--- config.mk ---
export PLATFORM = sky130hd
export DESIGN_NAME = twf_diff_unit
export DESIGN_NICKNAME = d
export VERILOG_FILES = /design/src/twf_pkg.sv /design/src/twf_diff_unit.sv
export SDC_FILE = /design/constraint.sdc
export NUM_CORES = 1
export LEC_CHECK = 0
export ABC_AREA = 1
export BUFFER_PORTS_ARGS = -buffer_cell sky130_fd_sc_hd__buf_2
export CAP_MARGIN = 40
export CORE_UTILIZATION = 40
export DETAILED_ROUTE_END_ITERATION = 6
export GPL_ROUTABILITY_DRIVEN = 0
export RECOVER_POWER = 25
export SLEW_MARGIN = 20
export SYNTH_ARGS = -nofsm -noshare
export SYNTH_HDL_FRONTEND = slang
export SYNTH_SLANG_ARGS = --single-unit
--- constraint.sdc ---
create_clock -name vclk -period 3.1
set_input_delay 0.31 -clock vclk [all_inputs]
set_output_delay 0.31 -clock vclk [all_outputs]
set_load 0.01 [all_outputs]
--- src/twf_pkg.sv ---
`default_nettype none
// ----------------------------------------------------------------------------
// twf_pkg
// Shared types and constants for the triangle wave finder.
// ----------------------------------------------------------------------------
package twf_pkg;

  localparam int unsigned SampleW = 24;
  localparam int unsigned XW      = 12;
  localparam int unsigned CountW  = 6;

  typedef logic signed [SampleW-1:0] sample_t;

  typedef struct packed {
    sample_t              sample;
    logic [SampleW-1:0]   threshold;
    logic                 last_sample;
  } twf_in_t;

  typedef struct packed {
    logic [XW-1:0]        left_x;
    sample_t              left_y;
    logic [XW-1:0]        peak_x;
    sample_t              peak_y;
    logic [XW-1:0]        right_x;
    sample_t              right_y;
    logic                 is_count;
    logic [CountW-1:0]    found_count;
    logic                 last;
  } twf_out_t;

  // flags from the shared compare unit, a versus b
  typedef struct packed {
    logic gt;
    logic ge;
    logic ge_th;
  } cmp_t;

  typedef enum logic [1:0] {
    PH_FLAT,
    PH_RISE,
    PH_FALL
  } phase_e;

  typedef enum logic [3:0] {
    ST_LOAD,
    ST_READ,
    ST_EVAL_A,
    ST_EVAL_B,
    ST_EVAL_C,
    ST_WALK_RD,
    ST_WALK_EV,
    ST_EMIT,
    ST_COUNT
  } state_e;

endpackage
`default_nettype wire

--- src/twf_diff_unit.sv ---
`default_nettype none
// ----------------------------------------------------------------------------
// twf_diff_unit
// Shared signed subtract and compare: a - b against zero and the threshold.
// ----------------------------------------------------------------------------
module twf_diff_unit import twf_pkg::*; (
  input  sample_t            a_i,
  input  sample_t            b_i,
  input  logic [SampleW-1:0] th_i,
  output cmp_t               cmp_o
);

  logic signed [SampleW:0]   diff;
  logic signed [SampleW+1:0] diff_x;
  logic signed [SampleW+1:0] th_x;

  assign diff   = $signed({a_i[SampleW-1], a_i}) - $signed({b_i[SampleW-1], b_i});
  assign diff_x = {diff[SampleW], diff};
  assign th_x   = {2'b00, th_i};

  assign cmp_o.gt    = !diff[SampleW] && (diff != '0);
  assign cmp_o.ge    = !diff[SampleW];
  assign cmp_o.ge_th = (diff_x >= th_x);

endmodule
`default_nettype wire

==> Word-level counts from Yosys, hierarchy flattened <==
Index checks and enable logic that the tools add are counted.
{ "totals": {"out_inout_bits": 3, "reg_bits": 0} }
{ "op_classes": {"n_reduce_logical": 3, "n_lt_le_gt_ge": 1, "n_addsub": 1} }
{ "ops": {"columns": ["operator", "n"], "rows": [
  [">= comparator 25 bit", 1],
  ["nonzero test 25 bit", 1],
  ["subtractor 24 x 24 -> 25 bit", 1],
  ["logical AND 1 bit", 1],
  ["zero test 1 bit", 1]
]} }

==> Logic depth before layout (Yosys ltp) <==
{ "logic_depth": {"depth_word": 3, "ltp_mapped": 24, "depth_no_buf": 24} }

==> Least setup slack after synthesis <==
No wires, ideal clock.
{ "synth_path": {"path_type": "input to output", "start": "input port a_i[0]", "end": "output port cmp_o[0] (netlist name)", "arrival_time_ps": 2629, "n_path_buf": 0, "setup_slack_ps": 161, "required_time_ps": 2790, "cell_stages": 23, "path_cell_list": "inv_1 ha_1 inv_1 fa_1 nand3_1 nand3_2 nand2_1 nand2_2 nand2_1 nand2_1 nand2_1 nand2_1 ha_1 nand2_1 inv_1 nand3_1 nor3_1 nand2_1 nand2_1 nand2_1 nand2_1 nand2_1 a21oi_1"} }
{ "synth_lines": {"columns": ["item", "line", "rtl"], "rows": [
  ["from (decl)", "twf_diff_unit.sv:7", "input sample_t a_i,"],
  ["to (decl)", "twf_diff_unit.sv:10", "output cmp_t cmp_o"]
]} }

==> flow_summary.toml <==
[worst_setup_path]
crit_arrival_ps = 2730
endpoint_kind = "output port"
crit_fanout = 5
critPathKind = "input pin to output port"
worstPathRequired_ps = 2790
critPathLaunchType = "input pin"

[global_route]
antenna_found_initial = 0
grt_pass1_vias = 3150
grt_util_all_layers = 0.220
gr-total-overflow = 0
grt_max_degree = 7
grt_pass1_wl_um = 13300

[floorplanning]
die_h_um = 84.8
initial_core_util = 0.422
die_w_um = 84.8
io_pins = 75
die_area_um2 = 7190
row_count = 29
coreArea_um2 = 6490

[timing]
rsz0062_at_grt = "yes"
min_period_ps = 3040
maxSlewHeadroom = 0.783
timing.final.ws_setup_ps = 61.1
hold_viol = 0
fin_crit_sh = 0.980
finalMaxSlewViolations = 0
tightest_slew_ps = 323
whs_ps = 1190
fmax_mhz = 329
finalSetupViolCount = 0

[synthesis]
seq_area_frac_synth = 0
synth.avg_cell_area_um2 = 5.13
yosysUniqueCellTypes = 28
yosys-top-cells-count = "nand2_1, inv_1, ha_1, a21oi_1, nor2_1"
yosysMostFrequentCell = "nand2_1"
synthAdderAreaFrac = 0.226
yosys.area_share.simple = 0.477
yosysTopAreaCell = "nand2_1"
synth-xor-area-share = 0.0192
synth.cell_area_um2 = 2740
ys_warn_count = 0
synth-compound-area-share = 0.0785
synthesis.nets = 655
synth_top_area_frac = 0.260
synth_area_leaders = "nand2_1, ha_1, inv_1"
muxShareOfSynthArea = 0
synth_top_family_by_area = "simple AND/OR/NAND/NOR gates"
synth_cells = 534

[detailed_routing]
first_pass_iters = 7
vias = 3489
wl_um = 8180
drt-wirelength-per-cell_um = 11.3
ant_nets = 0
drcViolationCount = 5
viasPerCell = 4.81
drtIter0Drc = 161

[power_and_ir_drop]
leakage_nw = 2.43
total_power_mw = 0.886
power_density_nw_per_um2 = 217
peakVddDrop_mv = 0.0920

[layout]
area_growth_pct = 49.3
antennaDiodeCount = 0
fillers = 646
fin_cells = 725
seq_cells = 0
nets = 771
seq_area_um2 = 0
clkbuf_count = 0
multi_input_area_um2 = 2760
postLayoutCoreUtil = 0.630
final_layout_size_suffix_gt1_frac = 0.358

[place]
place_inst = 717
port_buffers = 75
place_ws_ps = -139
hpwl_um = 6790

[outcome]
outcome = "complete, but fails checks"
violations = "DRC"

[worst_hold_path]
holdPathStages = 5
hold_class = "input pin to output port"

[flow_run]
drv_cap = 0
==> routing by layer <==
metal | GRT usage | routed length (um) | vias to the layer above
li1 | - | - | 1849
met1 | 0.298 | 3930 | 1546
met2 | 0.403 | 3870 | 86
met3 | 0.00197 | 282 | 8
met4 | 0.0262 | 96 | 0
met5 | 0 | 0 | -
==> final cells by class <==
cell class | count | area share
Multi-Input combinational cell | 391 | 0.674
Timing Repair Buffer | 115 | 0.171
Inverter | 142 | 0.132
Tap cell | 77 | 0.0236
==> cell families after synthesis <==
| group | count (synthesis) |
|---|---|
| buffers and inverters | 143 |
| xor gates and xnor gates | 6 |
| and+or+nand+nor | 295 |
| AOI/OAI and AO/OA | 41 |
| adders and majority gates | 49 |
==> per-stage QoR <==
stage / cell area (um^2) / TNS [ps]
2_1_floorplan: 2740 / 0
3_3_place_gp: 3440 / -46.3
3_5_place_dp: 3440 / -139
4_1_cts: 3640 / 0
5_1_grt: 4090 / -83.1
6_report: 4090 / 0
==> placed cells by master, fill, tap and decap left out, drive strengths merged <==
cell / count
nand4: 11
a211oi: 1
fa: 1
inv: 142
nand2: 205
o21ai: 7
nor2: 38
a31oi: 1
nor3: 4
a21oi: 31
and2: 2
nor4: 1
xor2: 6
buf: 115
nand3b: 8
nor4b: 1
o21bai: 1
ha: 48
nand3: 25
==> power by group <==
part           switching (mW)  internal (mW)  total, mW  leakage (nW)
clock network               0              0          0             0
logic                   0.489          0.397      0.886          2.43
registers                   0              0          0             0
total                   0.489          0.397      0.886          2.43
==> repair_timing <==
action                                  4_1_cts  5_1_grt
gates resized for setup                      36       80
hold buffers                                  0        0
pin swaps                                    16       30
endpoints found under the setup margin        1        1
setup buffers                                 3        5
==> critical path: stages <==
cell	delay, ps
buf_2	70
inv_1	50
ha_4	300
nand2_2	130
nor2_4	140
nand2_1	100
nor2_2	140
nand2_2	80
buf_4	140
nand4_1	80
nand2_1	110
ha_4	290
nand3_2	90
nor4b_2	280
a31oi_1	120
a21oi_2	140
buf_2	130
==> path summary, 6_finish.rpt <==
check	start	slack, ps	end
setup / recovery	b_i[9]	60	cmp_o[0]
hold / removal	a_i[23]	1190	cmp_o[1]
(Power assumes the default switching activity.)
